File: config.mk
export PLATFORM = sky130hd
export DESIGN_NAME = adaptive_traffic_light_controller_core_flat
export DESIGN_NICKNAME = d
export VERILOG_FILES = /design/src/sv/atlc_pkg.sv /design/src/sv/atlc_if.sv /design/src/sv/atlc_cfg_regs.sv /design/src/sv/atlc_tick_logic.sv /design/src/sv/adaptive_traffic_light_controller_core.sv /design/src/flat_wrapper.sv
export SDC_FILE = /design/constraint.sdc
export NUM_CORES = 1
export LEC_CHECK = 0
export ABC_AREA = 0
export BUFFER_PORTS_ARGS = -buffer_cell sky130_fd_sc_hd__buf_2
export CORE_UTILIZATION = 30
export DETAILED_ROUTE_END_ITERATION = 8
export MAX_ROUTING_LAYER = met4
export PLACE_DENSITY = 0.5
export SLEW_MARGIN = 20
export SYNTH_ARGS = -nofsm -noshare
export SYNTH_HDL_FRONTEND = slang
export SYNTH_HIERARCHICAL = 1
export SYNTH_SLANG_ARGS = --single-unit
File: constraint.sdc
create_clock -name clk_i -period 17 [get_ports clk_i]
set_clock_uncertainty 0.1 [all_clocks]
set_input_delay 0 -clock clk_i [delete_from_list [all_inputs] [get_ports clk_i]]
set_output_delay 0 -clock clk_i [all_outputs]
set_load 0.05 [all_outputs]
File: src/sv/atlc_pkg.sv
package atlc_pkg;

  localparam int unsigned CountW = 8;
  localparam int unsigned CfgNum = 8;
  localparam int unsigned CfgIdxW = $clog2(CfgNum);

  typedef logic [CountW-1:0] count_t;

  typedef enum logic [2:0] {
    PH_NS_GREEN  = 3'd0,
    PH_NS_YELLOW = 3'd1,
    PH_WALK_A    = 3'd2,
    PH_EW_GREEN  = 3'd3,
    PH_EW_YELLOW = 3'd4,
    PH_WALK_B    = 3'd5
  } phase_e;

  typedef enum logic [1:0] {
    LAMP_RED    = 2'd0,
    LAMP_YELLOW = 2'd1,
    LAMP_GREEN  = 2'd2
  } lamp_e;

  typedef enum logic [CfgIdxW-1:0] {
    CFG_YELLOW_SECONDS = 3'd0,
    CFG_WALK_SECONDS   = 3'd1,
    CFG_MAX_COUNT      = 3'd2,
    CFG_LIGHT_LIMIT    = 3'd3,
    CFG_MEDIUM_LIMIT   = 3'd4,
    CFG_GREEN_LIGHT    = 3'd5,
    CFG_GREEN_MEDIUM   = 3'd6,
    CFG_GREEN_HEAVY    = 3'd7
  } cfg_idx_e;

  // register reset values
  localparam count_t RstYellow      = 8'd3;
  localparam count_t RstWalk        = 8'd8;
  localparam count_t RstMaxCount    = 8'd10;
  localparam count_t RstLightLimit  = 8'd3;
  localparam count_t RstMediumLimit = 8'd7;
  localparam count_t RstGreenLight  = 8'd10;
  localparam count_t RstGreenMedium = 8'd20;
  localparam count_t RstGreenHeavy  = 8'd30;

  // phase timer after reset: light-traffic green
  localparam count_t RstRemaining   = 8'd10;

  typedef struct packed {
    count_t yellow_seconds;
    count_t walk_seconds;
    count_t max_count;
    count_t light_limit;
    count_t medium_limit;
    count_t green_light;
    count_t green_medium;
    count_t green_heavy;
  } cfg_t;

  typedef struct packed {
    logic ns_button;
    logic ew_button;
    logic walk_button;
  } btn_t;

  typedef struct packed {
    phase_e phase;
    count_t remaining;
    count_t ns_cars;
    count_t ew_cars;
    logic   walk_request;
    logic   prev_ns_level;
    logic   prev_ew_level;
    logic   prev_walk_level;
  } state_t;

  typedef struct packed {
    lamp_e  ns_lamp;
    lamp_e  ew_lamp;
    logic   walk_on;
    phase_e phase_now;
    count_t ticks_left;
    count_t ns_waiting;
    count_t ew_waiting;
    logic   walk_pending;
  } result_t;

endpackage

File: src/sv/atlc_if.sv
interface atlc_in_if;
  logic valid;
  logic ready;
  logic ns_button;
  logic ew_button;
  logic walk_button;

  modport source (output valid, output ns_button, output ew_button, output walk_button,
                  input ready);
  modport sink (input valid, input ns_button, input ew_button, input walk_button,
                output ready);
endinterface

interface atlc_out_if;
  logic       valid;
  logic       ready;
  logic [1:0] ns_lamp;
  logic [1:0] ew_lamp;
  logic       walk_on;
  logic [2:0] phase_now;
  logic [7:0] ticks_left;
  logic [7:0] ns_waiting;
  logic [7:0] ew_waiting;
  logic       walk_pending;

  modport source (output valid, output ns_lamp, output ew_lamp, output walk_on,
                  output phase_now, output ticks_left, output ns_waiting,
                  output ew_waiting, output walk_pending, input ready);
  modport sink (input valid, input ns_lamp, input ew_lamp, input walk_on,
                input phase_now, input ticks_left, input ns_waiting,
                input ew_waiting, input walk_pending, output ready);
endinterface

File: src/sv/atlc_cfg_regs.sv
module atlc_cfg_regs
  import atlc_pkg::*;
(
  input  logic                 clk_i,
  input  logic                 rst_ni,
  input  logic                 cfg_we_i,
  input  logic [CfgIdxW-1:0]   cfg_idx_i,
  input  logic [CountW-1:0]    cfg_data_i,
  output cfg_t                 cfg_o
);

  cfg_t cfg_q, cfg_d;

  always_comb begin
    cfg_d = cfg_q;
    if (cfg_we_i) begin
      case (cfg_idx_e'(cfg_idx_i))
        CFG_YELLOW_SECONDS: cfg_d.yellow_seconds = cfg_data_i;
        CFG_WALK_SECONDS:   cfg_d.walk_seconds   = cfg_data_i;
        CFG_MAX_COUNT:      cfg_d.max_count      = cfg_data_i;
        CFG_LIGHT_LIMIT:    cfg_d.light_limit    = cfg_data_i;
        CFG_MEDIUM_LIMIT:   cfg_d.medium_limit   = cfg_data_i;
        CFG_GREEN_LIGHT:    cfg_d.green_light    = cfg_data_i;
        CFG_GREEN_MEDIUM:   cfg_d.green_medium   = cfg_data_i;
        CFG_GREEN_HEAVY:    cfg_d.green_heavy    = cfg_data_i;
        default:            cfg_d = cfg_q;
      endcase
    end
  end

  always_ff @(posedge clk_i or negedge rst_ni) begin
    if (!rst_ni) begin
      cfg_q.yellow_seconds <= RstYellow;
      cfg_q.walk_seconds   <= RstWalk;
      cfg_q.max_count      <= RstMaxCount;
      cfg_q.light_limit    <= RstLightLimit;
      cfg_q.medium_limit   <= RstMediumLimit;
      cfg_q.green_light    <= RstGreenLight;
      cfg_q.green_medium   <= RstGreenMedium;
      cfg_q.green_heavy    <= RstGreenHeavy;
    end else begin
      cfg_q <= cfg_d;
    end
  end

  assign cfg_o = cfg_q;

endmodule

File: src/sv/atlc_tick_logic.sv
module atlc_tick_logic
  import atlc_pkg::*;
(
  input  state_t  st_i,
  input  cfg_t    cfg_i,
  input  btn_t    btn_i,
  output state_t  st_o,
  output result_t res_o
);

  // a zero duration counts as one tick
  function automatic count_t at_least_one(input count_t v);
    return (v == '0) ? count_t'(1) : v;
  endfunction

  function automatic count_t green_for(input count_t cars, input cfg_t c);
    count_t g;
    if (cars <= c.light_limit) begin
      g = c.green_light;
    end else if (cars <= c.medium_limit) begin
      g = c.green_medium;
    end else begin
      g = c.green_heavy;
    end
    return at_least_one(g);
  endfunction

  logic   ns_press, ew_press, walk_press;
  count_t ns_cars, ew_cars;
  logic   walk_req;
  phase_e next_ph;

  always_comb begin
    ns_press   = st_i.prev_ns_level & ~btn_i.ns_button;
    ew_press   = st_i.prev_ew_level & ~btn_i.ew_button;
    walk_press = st_i.prev_walk_level & ~btn_i.walk_button;

    ns_cars  = (ns_press && (st_i.ns_cars < cfg_i.max_count)) ?
               st_i.ns_cars + count_t'(1) : st_i.ns_cars;
    ew_cars  = (ew_press && (st_i.ew_cars < cfg_i.max_count)) ?
               st_i.ew_cars + count_t'(1) : st_i.ew_cars;
    walk_req = st_i.walk_request | walk_press;

    st_o                 = st_i;
    st_o.prev_ns_level   = btn_i.ns_button;
    st_o.prev_ew_level   = btn_i.ew_button;
    st_o.prev_walk_level = btn_i.walk_button;
    next_ph              = st_i.phase;

    if (st_i.remaining > count_t'(1)) begin
      st_o.remaining = st_i.remaining - count_t'(1);
    end else begin
      // end-of-phase actions, then pick the successor
      case (st_i.phase)
        PH_NS_GREEN:  ns_cars  = '0;
        PH_EW_GREEN:  ew_cars  = '0;
        PH_WALK_A,
        PH_WALK_B:    walk_req = 1'b0;
        default:      ;
      endcase
      case (st_i.phase)
        PH_NS_GREEN:  next_ph = PH_NS_YELLOW;
        PH_NS_YELLOW: next_ph = walk_req ? PH_WALK_A : PH_EW_GREEN;
        PH_WALK_A:    next_ph = PH_EW_GREEN;
        PH_EW_GREEN:  next_ph = PH_EW_YELLOW;
        PH_EW_YELLOW: next_ph = walk_req ? PH_WALK_B : PH_NS_GREEN;
        default:      next_ph = PH_NS_GREEN;
      endcase
      case (next_ph)
        PH_NS_GREEN:  st_o.remaining = green_for(ns_cars, cfg_i);
        PH_EW_GREEN:  st_o.remaining = green_for(ew_cars, cfg_i);
        PH_NS_YELLOW,
        PH_EW_YELLOW: st_o.remaining = at_least_one(cfg_i.yellow_seconds);
        default:      st_o.remaining = at_least_one(cfg_i.walk_seconds);
      endcase
    end

    st_o.phase        = next_ph;
    st_o.ns_cars      = ns_cars;
    st_o.ew_cars      = ew_cars;
    st_o.walk_request = walk_req;
  end

  always_comb begin
    res_o.ns_lamp = LAMP_RED;
    res_o.ew_lamp = LAMP_RED;
    res_o.walk_on = 1'b0;
    case (next_ph)
      PH_NS_GREEN:  res_o.ns_lamp = LAMP_GREEN;
      PH_NS_YELLOW: res_o.ns_lamp = LAMP_YELLOW;
      PH_EW_GREEN:  res_o.ew_lamp = LAMP_GREEN;
      PH_EW_YELLOW: res_o.ew_lamp = LAMP_YELLOW;
      default:      res_o.walk_on = 1'b1;
    endcase
    res_o.phase_now    = next_ph;
    res_o.ticks_left   = st_o.remaining;
    res_o.ns_waiting   = st_o.ns_cars;
    res_o.ew_waiting   = st_o.ew_cars;
    res_o.walk_pending = st_o.walk_request;
  end

endmodule

File: src/sv/adaptive_traffic_light_controller_core.sv
// A tick transaction accepted into the input register passes through the tick
// logic into the controller state and result register.
// Throughput: one tick transaction per cycle while the output side keeps up;
// set by the single pass through the tick logic between the input and result registers.
// Reset (async, active low): NS green with 10 ticks left, counts and walk
// request cleared, buttons seen as released, registers at their defaults.
module adaptive_traffic_light_controller_core
  import atlc_pkg::*;
(
  input  logic               clk_i,
  input  logic               rst_ni,
  atlc_in_if.sink            in_i,
  atlc_out_if.source         out_o,
  input  logic               cfg_we_i,
  input  logic [CfgIdxW-1:0] cfg_idx_i,
  input  logic [CountW-1:0]  cfg_data_i
);

  cfg_t    cfg;

  // input stage
  logic    in_valid_q;
  btn_t    btn_q;
  logic    in_fire, stage_fire;

  // controller state and result stage
  state_t  st_q, st_next;
  result_t res_next, res_q;
  logic    out_valid_q, out_valid_d;

  atlc_cfg_regs u_cfg_regs (
    .clk_i      (clk_i),
    .rst_ni     (rst_ni),
    .cfg_we_i   (cfg_we_i),
    .cfg_idx_i  (cfg_idx_i),
    .cfg_data_i (cfg_data_i),
    .cfg_o      (cfg)
  );

  // The input stage moves on when the result register is empty or being
  // drained this cycle; that keeps a new tick flowing in every cycle while
  // the output side keeps up.
  assign stage_fire = in_valid_q && (!out_valid_q || out_o.ready);
  assign in_i.ready = !in_valid_q || stage_fire;
  assign in_fire    = in_i.valid && in_i.ready;

  always_ff @(posedge clk_i or negedge rst_ni) begin
    if (!rst_ni) begin
      in_valid_q <= 1'b0;
    end else if (in_i.ready) begin
      in_valid_q <= in_i.valid;
    end
  end

  // payload only; captured on each accepted transaction
  always_ff @(posedge clk_i) begin
    if (in_fire) begin
      btn_q.ns_button   <= in_i.ns_button;
      btn_q.ew_button   <= in_i.ew_button;
      btn_q.walk_button <= in_i.walk_button;
    end
  end

  atlc_tick_logic u_tick_logic (
    .st_i  (st_q),
    .cfg_i (cfg),
    .btn_i (btn_q),
    .st_o  (st_next),
    .res_o (res_next)
  );

  // Controller state advances once per tick, together with the result load.
  always_ff @(posedge clk_i or negedge rst_ni) begin
    if (!rst_ni) begin
      st_q.phase           <= PH_NS_GREEN;
      st_q.remaining       <= RstRemaining;
      st_q.ns_cars         <= '0;
      st_q.ew_cars         <= '0;
      st_q.walk_request    <= 1'b0;
      st_q.prev_ns_level   <= 1'b1;
      st_q.prev_ew_level   <= 1'b1;
      st_q.prev_walk_level <= 1'b1;
    end else if (stage_fire) begin
      st_q <= st_next;
    end
  end

  always_comb begin
    out_valid_d = out_valid_q;
    if (stage_fire) begin
      out_valid_d = 1'b1;
    end else if (out_o.ready) begin
      out_valid_d = 1'b0;
    end
  end

  always_ff @(posedge clk_i or negedge rst_ni) begin
    if (!rst_ni) begin
      out_valid_q <= 1'b0;
    end else begin
      out_valid_q <= out_valid_d;
    end
  end

  always_ff @(posedge clk_i) begin
    if (stage_fire) begin
      res_q <= res_next;
    end
  end

  assign out_o.valid        = out_valid_q;
  assign out_o.ns_lamp      = res_q.ns_lamp;
  assign out_o.ew_lamp      = res_q.ew_lamp;
  assign out_o.walk_on      = res_q.walk_on;
  assign out_o.phase_now    = res_q.phase_now;
  assign out_o.ticks_left   = res_q.ticks_left;
  assign out_o.ns_waiting   = res_q.ns_waiting;
  assign out_o.ew_waiting   = res_q.ew_waiting;
  assign out_o.walk_pending = res_q.walk_pending;

endmodule

File: src/flat_wrapper.sv
// flat-port wrapper written by rule: the top's interface ports become plain ports
module adaptive_traffic_light_controller_core_flat import atlc_pkg::*;
  (clk_i, rst_ni, cfg_we_i, cfg_idx_i, cfg_data_i, in_i_valid, in_i_ns_button, in_i_ew_button, in_i_walk_button, in_i_ready, out_o_valid, out_o_ns_lamp, out_o_ew_lamp, out_o_walk_on, out_o_phase_now, out_o_ticks_left, out_o_ns_waiting, out_o_ew_waiting, out_o_walk_pending, out_o_ready);
  atlc_in_if in_i_i ();
  atlc_out_if out_o_i ();
  input  logic clk_i;
  input  logic rst_ni;
  input  logic cfg_we_i;
  input  logic [CfgIdxW-1:0] cfg_idx_i;
  input  logic [CountW-1:0] cfg_data_i;
  input wire logic [$bits(in_i_i.valid)-1:0] in_i_valid;
  input wire logic [$bits(in_i_i.ns_button)-1:0] in_i_ns_button;
  input wire logic [$bits(in_i_i.ew_button)-1:0] in_i_ew_button;
  input wire logic [$bits(in_i_i.walk_button)-1:0] in_i_walk_button;
  output wire logic [$bits(in_i_i.ready)-1:0] in_i_ready;
  output wire logic [$bits(out_o_i.valid)-1:0] out_o_valid;
  output wire logic [$bits(out_o_i.ns_lamp)-1:0] out_o_ns_lamp;
  output wire logic [$bits(out_o_i.ew_lamp)-1:0] out_o_ew_lamp;
  output wire logic [$bits(out_o_i.walk_on)-1:0] out_o_walk_on;
  output wire logic [$bits(out_o_i.phase_now)-1:0] out_o_phase_now;
  output wire logic [$bits(out_o_i.ticks_left)-1:0] out_o_ticks_left;
  output wire logic [$bits(out_o_i.ns_waiting)-1:0] out_o_ns_waiting;
  output wire logic [$bits(out_o_i.ew_waiting)-1:0] out_o_ew_waiting;
  output wire logic [$bits(out_o_i.walk_pending)-1:0] out_o_walk_pending;
  input wire logic [$bits(out_o_i.ready)-1:0] out_o_ready;
  assign in_i_i.valid = in_i_valid;
  assign in_i_i.ns_button = in_i_ns_button;
  assign in_i_i.ew_button = in_i_ew_button;
  assign in_i_i.walk_button = in_i_walk_button;
  assign in_i_ready = in_i_i.ready;
  assign out_o_valid = out_o_i.valid;
  assign out_o_ns_lamp = out_o_i.ns_lamp;
  assign out_o_ew_lamp = out_o_i.ew_lamp;
  assign out_o_walk_on = out_o_i.walk_on;
  assign out_o_phase_now = out_o_i.phase_now;
  assign out_o_ticks_left = out_o_i.ticks_left;
  assign out_o_ns_waiting = out_o_i.ns_waiting;
  assign out_o_ew_waiting = out_o_i.ew_waiting;
  assign out_o_walk_pending = out_o_i.walk_pending;
  assign out_o_i.ready = out_o_ready;
  adaptive_traffic_light_controller_core u_core (.clk_i(clk_i), .rst_ni(rst_ni), .in_i(in_i_i), .out_o(out_o_i), .cfg_we_i(cfg_we_i), .cfg_idx_i(cfg_idx_i), .cfg_data_i(cfg_data_i));
endmodule
======== Word-level counts from Yosys, hierarchy flattened ========
Index checks and enable logic that the tools add are counted.
operators by class
  bitwise logic cells ..................... 7
  muxes and demuxes ....................... 35
  add/subtract/negate cells ............... 3
  order comparisons ....................... 7
  reduce and logical (&&, ||, !) cells .... 28
  equal/unequal tests ..................... 18
operators by type and width
  cell                 count
  $mux 8               21
  $le 8x8->1           4
  $logic_not 8->1      4
  $eq 3x3->1 const B   8
  $pmux 8 s3           1
  $eq 3x2->1 const B   6
  $add 8x1->8 const B  2
  $lt 8x8->1           2
  $reduce_and 2->1     8
  $pmux 3 s5           1
  $eq 3x1->1 const B   4
  $logic_not 3->1      4
  $mux 3               3
  $gt 8x1->1 const B   1
  $pmux 2 s2           2
  $sub 8x1->8 const B  1
  $mux 1               7
  $logic_and 1x1->1    4
  $reduce_or 2->1      2
  $reduce_or 4->1      1
  $and 1x1->1          3
  $not 1->1            3
  $logic_not 1->1      2
  $logic_or 1x1->1     2
  2 further kinds      2
word-level totals
  word-level logic and storage cells ...... 127
  output and inout bits ................... 35
  bits in registers ....................... 133
  input port bits ......................... 19

======== Depth between registers and ports, before layout ========
Gate-level depths: netlist (run 1).
  word-level depth ........................ 15
  mapped depth ............................ 26
  mapped depth without buffers ............ 24

======== By module ========
The synthesis (run 1) kept the hierarchy.
modules (own cells, without submodules)
  module                                  seq. area each (µm²)  area each (µm²)  cells each  instances
  atlc_tick_logic                         0.0                   2,959.1          431         1
  atlc_cfg_regs                           1,624.1               2,474.9          143         1
  adaptive_traffic_light_controller_core  1,913.1               2,459.9          110         1

======== Worst setup path after synthesis (run 1) ========
No wires, ideal clock.
  kind .................................... register -> register
  from .................................... register u_core.u_cfg_regs.cfg_q, in the netlist u_core/u_cfg_regs/cfg_o[41]
  to ...................................... register u_core/st_q[20] (netlist bit)
  setup slack ............................. 11,390 ps
  arrival time ............................ 5,385 ps
  library setup time ...................... 125 ps
  data required time ...................... 16,775 ps
  cell stages (with the launch flop) ...... 27
  clock period less this slack ............ 5,610 ps
  buffers on the path ..................... 2
  cells stage by stage .................... dfstp_2 inv_1 ha_1 a21o_1 a21o_1 a21o_1 a21o_1 a21o_1 a21o_1 a21oi_1 mux2i_1 nor2_1 ha_1 nor2b_1 o21a_1 o21a_1 o21ai_1 a21oi_1 o31ai_1 clkbuf_1 mux2i_1 nand4_1 nor4_1 o41ai_1 o41ai_2 buf_4 mux2_4
RTL lines
  item                    line                                          source
  from (decl)             atlc_cfg_regs.sv:12                           cfg_t cfg_q, cfg_d;
  from (signal assigned)  atlc_cfg_regs.sv:42                           cfg_q <= cfg_d;
  to (signal assigned)    adaptive_traffic_light_controller_core.sv:84  st_q <= st_next;
  to (decl)               adaptive_traffic_light_controller_core.sv:27  state_t st_q, st_next;

==> run_results.csv, run 1 <==
group,metric,value,unit
clock_network,htreeDepth,4,
cells_and_area,final_cells,1068,
logic_synthesis,synth_area_leaders,"dfrtp_1 (23%), edfxtp_1 (14%), mux2_2 (10%)",
clock_network,insertion_delay,0.43,ns
floorplanning,row_count,59,
placed_design,dp.cells,1020,
global_routing,first_global_vias,5259,
worst_setup_path,end_kind,"flip-flop",
sta,slew_viol_final,0,
pwr,peakVddDrop,0.0725,mV
floorplanning,ios,54,
placed_design,pre_cts_ws,10.96,ns
worst_setup_path,worst-setup-path-type,"reg -> reg",
logic_synthesis,synthesis.nets,749,
logic_synthesis,yosys.area.top_type,"dfrtp_1",
worst_setup_path,worstPathArrival,5.99,ns
clock_network,cts_tree,"done",
global_routing,antenna_found_initial,0,
cells_and_area,area_delta_synth_final,13.9,%
detailed_routing,via_count,5264,
pwr,power.density,159,mW/mm2
clock_network,cts_root_buf,"clkbuf_16",
placed_design,gp_congestion,0.868,
logic_synthesis,synthCells,684,
global_routing,grtUsageMet3,3.38,%
pwr,sequentialPowerShare,35.5,%
logic_synthesis,netlist_area,0.00789,mm2
sta,max_freq,173,MHz
worst_setup_path,cp.required,17.22,ns
clock_network,cts_post_setup_buffers_inserted,0,
logic_synthesis,ys.flop_type,"dfrtp_1",
placed_design,placed_cell_area,0.00825,mm2
pwr,p_leak,3.94,nW
clock_network,holdBufCountCts,15,
cells_and_area,final_net_count,785,
detailed_routing,dr.pass1.iters,5,
status,outcome,"finished, final reports clean",
pwr,internal_power,877,uW
clock_network,cts.sinks,133,
global_routing,grt_pass1_wl,30800,um
logic_synthesis,synth-edff-count,36,
global_routing,grt_busiest_layer,"met2",
hold_path,min_path_type,"in -> reg",
cells_and_area,finalInstanceArea,0.00899,mm2
pwr,p_sw_share,38.6,%
pwr,clockPowerShare,25.6,%
detailed_routing,drt-initial-drc-count,230,
sta,tightest_slew,0.913,ns
worst_setup_path,start_kind,"flip-flop",
detailed_routing,wl,19600,um
sta,worst_hold_slack,0.0280,ns
floorplanning,core,0.0259,mm2
logic_synthesis,synth.distinct_cells,72,
global_routing,grt_use_met1,20.7,%
global_routing,grt_max_degree,52,
floorplanning,initial_core_util,30.5,%
logic_synthesis,syn_avg_cell_area,11.5,um2
logic_synthesis,yosysWarnings,6,
clock_network,clk_pin_slew,0.06,ns
logic_synthesis,netlist.area_leader.share,23.5,%
detailed_routing,viasPerCell,4.93,
detailed_routing,antenna_left,0,
logic_synthesis,synth_seq_cells,133,
clock_network,cts_resized,0,
sta,finalHoldViolations,0,
worst_setup_path,path_max_fanout,8,
logic_synthesis,yosysSeqAreaShare,44.8,%
clock_network,cts_buffers,17,
sta,finalSetupViolations,0,
detailed_routing,wl_per_cell,18.4,um
global_routing,grt_util_all_layers,15.8,%
pwr,finalPower,1.43,mW
sta,fin_crit,5.77,ns
sta,maxSlewHeadroom,39.1,%
logic_synthesis,yosysMostFrequentCell,"dfrtp_1",
cells_and_area,final_util,34.7,%
sta,fin_crit_sh,34.0,%
detailed_routing,drc,0,
clock_network,cts.path.max_buffers,2,
global_routing,grt-ovfl-total,0,
sta,rsz0062_at_grt,"false",
floorplanning,die_h,164,um
placed_design,dp_hpwl,14100,um
pwr,power.switching,551,uW
floorplanning,dieArea,0.0270,mm2
sta,fin_tns_setup,0,ns
cells_and_area,num_antenna_cells,0,
cells_and_area,drive_gt1_share,31.7,%
logic_synthesis,synthTopCellsByCount,"dfrtp_1 (74), mux2_2 (71), nor2_1 (53)",
flow_run,drv_cap,0,
placed_design,port_buffers,53,
logic_synthesis,async_flop_share,72.9,%
sta,setup_ws,11.23,ns
pwr,combPwrFrac,38.9,%
floorplanning,die_w,164,um
global_routing,met2_usage,24.4,%
cell families after synthesis:
kind of cell	Yosys count	synth area share [%]
and+or+nand+nor	163	11.0
DFF	133	44.8
muxes	123	18.7
AOI/OAI and AO/OA	106	9.30
buffers and inverters	91	6.48
adders and majority gates	46	7.29
xor gates and xnor gates	22	2.44
final timing paths:
path	slack, ns	cells after the start	from	end
max	11.23	23	u_core/u_cfg_regs/cfg_o[41]	u_core/st_q[25]
min	0.03	3	cfg_idx_i[1]	u_core/u_cfg_regs/cfg_o[58]
max reg2reg	11.23	23	u_core/u_cfg_regs/cfg_o[41]	u_core/st_q[25]
min reg2reg	0.41	1	u_core/u_cfg_regs/cfg_o[31]	u_core/u_cfg_regs/cfg_o[31]
max in group asynchronous	15.65	3	rst_ni	u_core/u_cfg_regs/cfg_o[62]
min in group asynchronous	0.04	2	rst_ni	u_core/st_q[5]
critical path: stages (launching register included):
cell and delay, ns:
dfstp_2 0.52, inv_1 0.05, ha_1 0.27, a21o_1 0.15, a21o_1 0.17, a21o_1 0.17, a21o_1 0.17, a21o_1 0.16
a21o_1 0.17, a21oi_1 0.55, nand4_1 0.21, xor2_1 0.22, nor2_1 0.09, ha_1 0.34, and4_1 0.22, o21ai_0 0.09
a32oi_1 0.40, buf_2 0.30, mux2_2 0.35, mux2i_1 0.18, a21oi_1 0.12, o221ai_1 0.20, o21ai_0 0.16, mux2_4 0.30
metal layers:
layer | share of wire (%) | wire (um) | vias to the layer above
li1 | - | - | 2515
met1 | 47 | 9300 | 2651
met2 | 48 | 9400 | 77
met3 | 3.0 | 581 | 21
met4 | 1.7 | 336 | 0
met5 | 0 | 0 | -
sequential cells by signal (all words and copies together) (netlist names):
name                       flops
u_core/in_valid_q              1
u_core/out_o.ns_waiting        8
u_core/out_o.valid             1
u_core/st_q                   31
u_core/btn_q                   3
u_core/out_o.ns_lamp           2
u_core/out_o.phase_now         3
u_core/out_o.ew_lamp           2
u_core/out_o.walk_pending      1
u_core/out_o.ew_waiting        8
u_core/u_cfg_regs/cfg_o       64
u_core/out_o.walk_on           1
u_core/out_o.ticks_left        8
power groups by stage:
| stage | clock network (mW) | logic, mW | registers (mW) |
|---|---|---|---|
| after floorplan | 0 | 0.410 | 0.554 |
| after global placement | 0 | 0.550 | 0.514 |
| after detailed placement | 0 | 0.553 | 0.513 |
| after CTS | 0.376 | 0.559 | 0.509 |
| after global routing | 0.389 | 0.612 | 0.521 |
| final | 0.366 | 0.555 | 0.507 |
cell usage in the layout (no fill, tap or decap), types with 3 or more instances in the layout:
cell,netlist,layout
dfrtp_1,74,74
mux2_2,71,71
buf_2,7,53
nor2_1,53,53
ha_1,46,46
edfxtp_1,36,36
inv_1,32,32
a21oi_1,32,32
nand2_1,31,31
mux2_4,29,29
dfstp_2,23,23
o21ai_0,19,19
mux2i_1,19,19
clkbuf_16,0,17
dlygate4sd3_1,0,15
nand4_1,11,11
xor2_1,11,11
xnor2_1,11,11
nor3_1,10,10
a21o_1,10,10
and3_1,8,8
buf_4,33,7
nor2b_1,6,6
nand3_1,6,6
o22ai_1,6,6
nand2b_1,5,5
a311oi_1,5,5
and2_1,4,4
nor4_1,4,4
inv_4,0,3
clkinv_2,0,3
nand4b_1,3,3
or2_2,3,3
o21a_1,3,3
o21ai_1,3,3
mux2_1,3,3
layout make-up:
cell class                 instances  area, um2
inverter                          33        124
sequential                       133       3540
multi-input combinational        460       3860
tap                              335        419
fill                            2593      16900
clock inverter                    12        126
timing repair buffer              75        468
clock buffer                      20        457
Note: power is estimated with default switching activity, not from simulation.
==> inputs of run 2 (changes only) <==
clock period = 5.7 ns   (was 17 ns; I/O delays follow)
==> run_results.csv, run 2 (same netlist as run 1, synthesis figures left out) <==
group,metric,value,unit
detailed_routing,dr.pass1.iters,5,
cells_and_area,area.sequential,0.00354,mm2
placed_design,pre_cts_ws,0.373,ns
detailed_routing,wl,19400,um
worst_setup_path,start_kind,"flip-flop",
clock_network,cts_resized,0,
cells_and_area,area_delta_synth_final,14.2,%
floorplanning,dieArea,0.0270,mm2
detailed_routing,drc,0,
pwr,peakVddDrop,0.232,mV
floorplanning,row_count,59,
clock_network,htreeDepth,4,
clock_network,cts_root_buf,"clkbuf_16",
clock_network,cts.path.max_buffers,2,
clock_network,clk_pin_slew,0.06,ns
detailed_routing,viasPerCell,4.97,
cells_and_area,num_antenna_cells,0,
cells_and_area,drive_gt1_share,31.9,%
global_routing,grt_max_degree,56,
sta,maxSlewHeadroom,44.7,%
clock_network,cts_buffers,17,
sta,finalSetupViolations,0,
global_routing,first_global_vias,5343,
cells_and_area,layout_commonest_cell,"dfrtp_1",
global_routing,grt_util_all_layers,15.8,%
sta,max_freq,188,MHz
placed_design,port_buffers,53,
placed_design,dp_hpwl,14100,um
detailed_routing,drt-initial-drc-count,379,
global_routing,grt_pass1_wl,30800,um
detailed_routing,via_count,5324,
cells_and_area,multiInputGateArea,0.00385,mm2
cells_and_area,nFillCells,2566,
sta,fin_crit,5.31,ns
clock_network,cts_tree,"done",
cells_and_area,largest_reg_flops,64,
floorplanning,die_h,164,um
pwr,p_leak,3.94,nW
cells_and_area,most-common-layout-cells,"dfrtp_1 (74), mux2_2 (71), nor2_1 (53)",
global_routing,antenna_found_initial,0,
floorplanning,initial_core_util,30.5,%
detailed_routing,wl_per_cell,18.1,um
worst_setup_path,worst-setup-path-type,"reg -> reg",
sta,slew_viol_final,0,
detailed_routing,antenna_left,0,
floorplanning,die_w,164,um
sta,setup_ws,0.387,ns
worst_setup_path,end_kind,"flip-flop",
pwr,power.density,474,mW/mm2
sta,rsz0062_at_grt,"false",
cells_and_area,final_net_count,789,
flow_run,drv_cap,0,
floorplanning,core,0.0259,mm2
hold_path,min_path_type,"in -> reg",
sta,finalHoldViolations,0,
clock_network,cts_post_setup_buffers_inserted,0,
sta,fin_crit_sh,93.2,%
clock_network,insertion_delay,0.43,ns
global_routing,grt-ovfl-total,0,
placed_design,gp_congestion,0.874,
clock_network,cts.sinks,133,
worst_setup_path,worstPathArrival,5.52,ns
worst_setup_path,path_max_fanout,12,
status,outcome,"finished, final reports clean",
sta,tightest_slew,0.821,ns
worst_setup_path,cp.required,5.91,ns
sta,fin_tns_setup,0,ns
floorplanning,ios,54,
==> run 2: worst paths after layout <==
check / startpoint / end / slack (ns) / depth (start not counted)
max: u_core/u_cfg_regs/cfg_o[41] / u_core/st_q[20] / 0.39 / 26
min: cfg_idx_i[1] / u_core/u_cfg_regs/cfg_o[57] / 0.02 / 3
max reg2reg: u_core/u_cfg_regs/cfg_o[41] / u_core/st_q[20] / 0.39 / 26
min reg2reg: u_core/u_cfg_regs/cfg_o[38] / u_core/u_cfg_regs/cfg_o[38] / 0.40 / 1
max in group asynchronous: rst_ni / u_core/u_cfg_regs/cfg_o[59] / 4.29 / 3
min in group asynchronous: rst_ni / u_core/st_q[5] / 0.03 / 2
==> run 2: power by group <==
part | switching [mW] | internal (mW) | total [mW]
registers | 0.214 | 1.28 | 1.50
clock network | 0.439 | 0.651 | 1.09
logic | 1.01 | 0.670 | 1.68
total | 1.66 | 2.61 | 4.27
==> run 2: through the flow <==
stage	instances	area, um2	hold WS, ns	util, %	total power [mW]
floorplan	684	7890	-0.396	-	2.87
global placement	1025	8280	-0.0568	32.0	3.18
detailed placement	1025	8280	-0.0575	32.0	3.18
CTS	1072	9010	0.00644	34.8	4.30
global route	1072	9010	0.0263	34.8	4.53
finish	1072	9010	0.0201	34.8	4.27
==> run 2: per-layer routing <==
| layer | part of all wire [%] | global-route usage, % |
|---|---|---|
| met1 | 47 | 20.4 |
| met2 | 48 | 25.2 |
| met3 | 3.9 | 2.88 |
| met4 | 1.2 | 4.59 |
| met5 | 0 | - |
==> run 2: cell type report <==
cell class / count / share of cell area, %
Clock buffer: 22 / 5.39
Clock inverter: 10 / 1.06
Inverter: 33 / 1.37
Multi-Input combinational cell: 460 / 42.7
Sequential cell: 133 / 39.2
Tap cell: 335 / 4.65
Timing Repair Buffer: 79 / 5.55
==> run 2: worst max-delay path: stages (launching register included) <==
cell and delay (ns):
dfstp_2 0.52, inv_1 0.05, ha_1 0.26, a21o_1 0.15
a21o_1 0.17, a21o_1 0.17, a21o_1 0.16, a21o_1 0.16
a21o_1 0.17, a21oi_1 0.13, buf_4 0.17, mux2i_1 0.25
nor2_1 0.11, ha_1 0.30, nor2b_1 0.13, o21a_1 0.16
o21a_1 0.16, o21ai_1 0.11, a21oi_1 0.07, o31ai_1 0.33
buf_4 0.26, nor2_1 0.06, a21oi_1 0.12, a21oi_1 0.08
o41ai_1 0.40, o41ai_2 0.16, mux2_4 0.28
==> run 2: repair_timing <==
action                                  4_1_cts  5_1_grt
hold buffers                                 15        0
endpoints found under the setup margin        0        1
hold endpoints to repair                    114        0
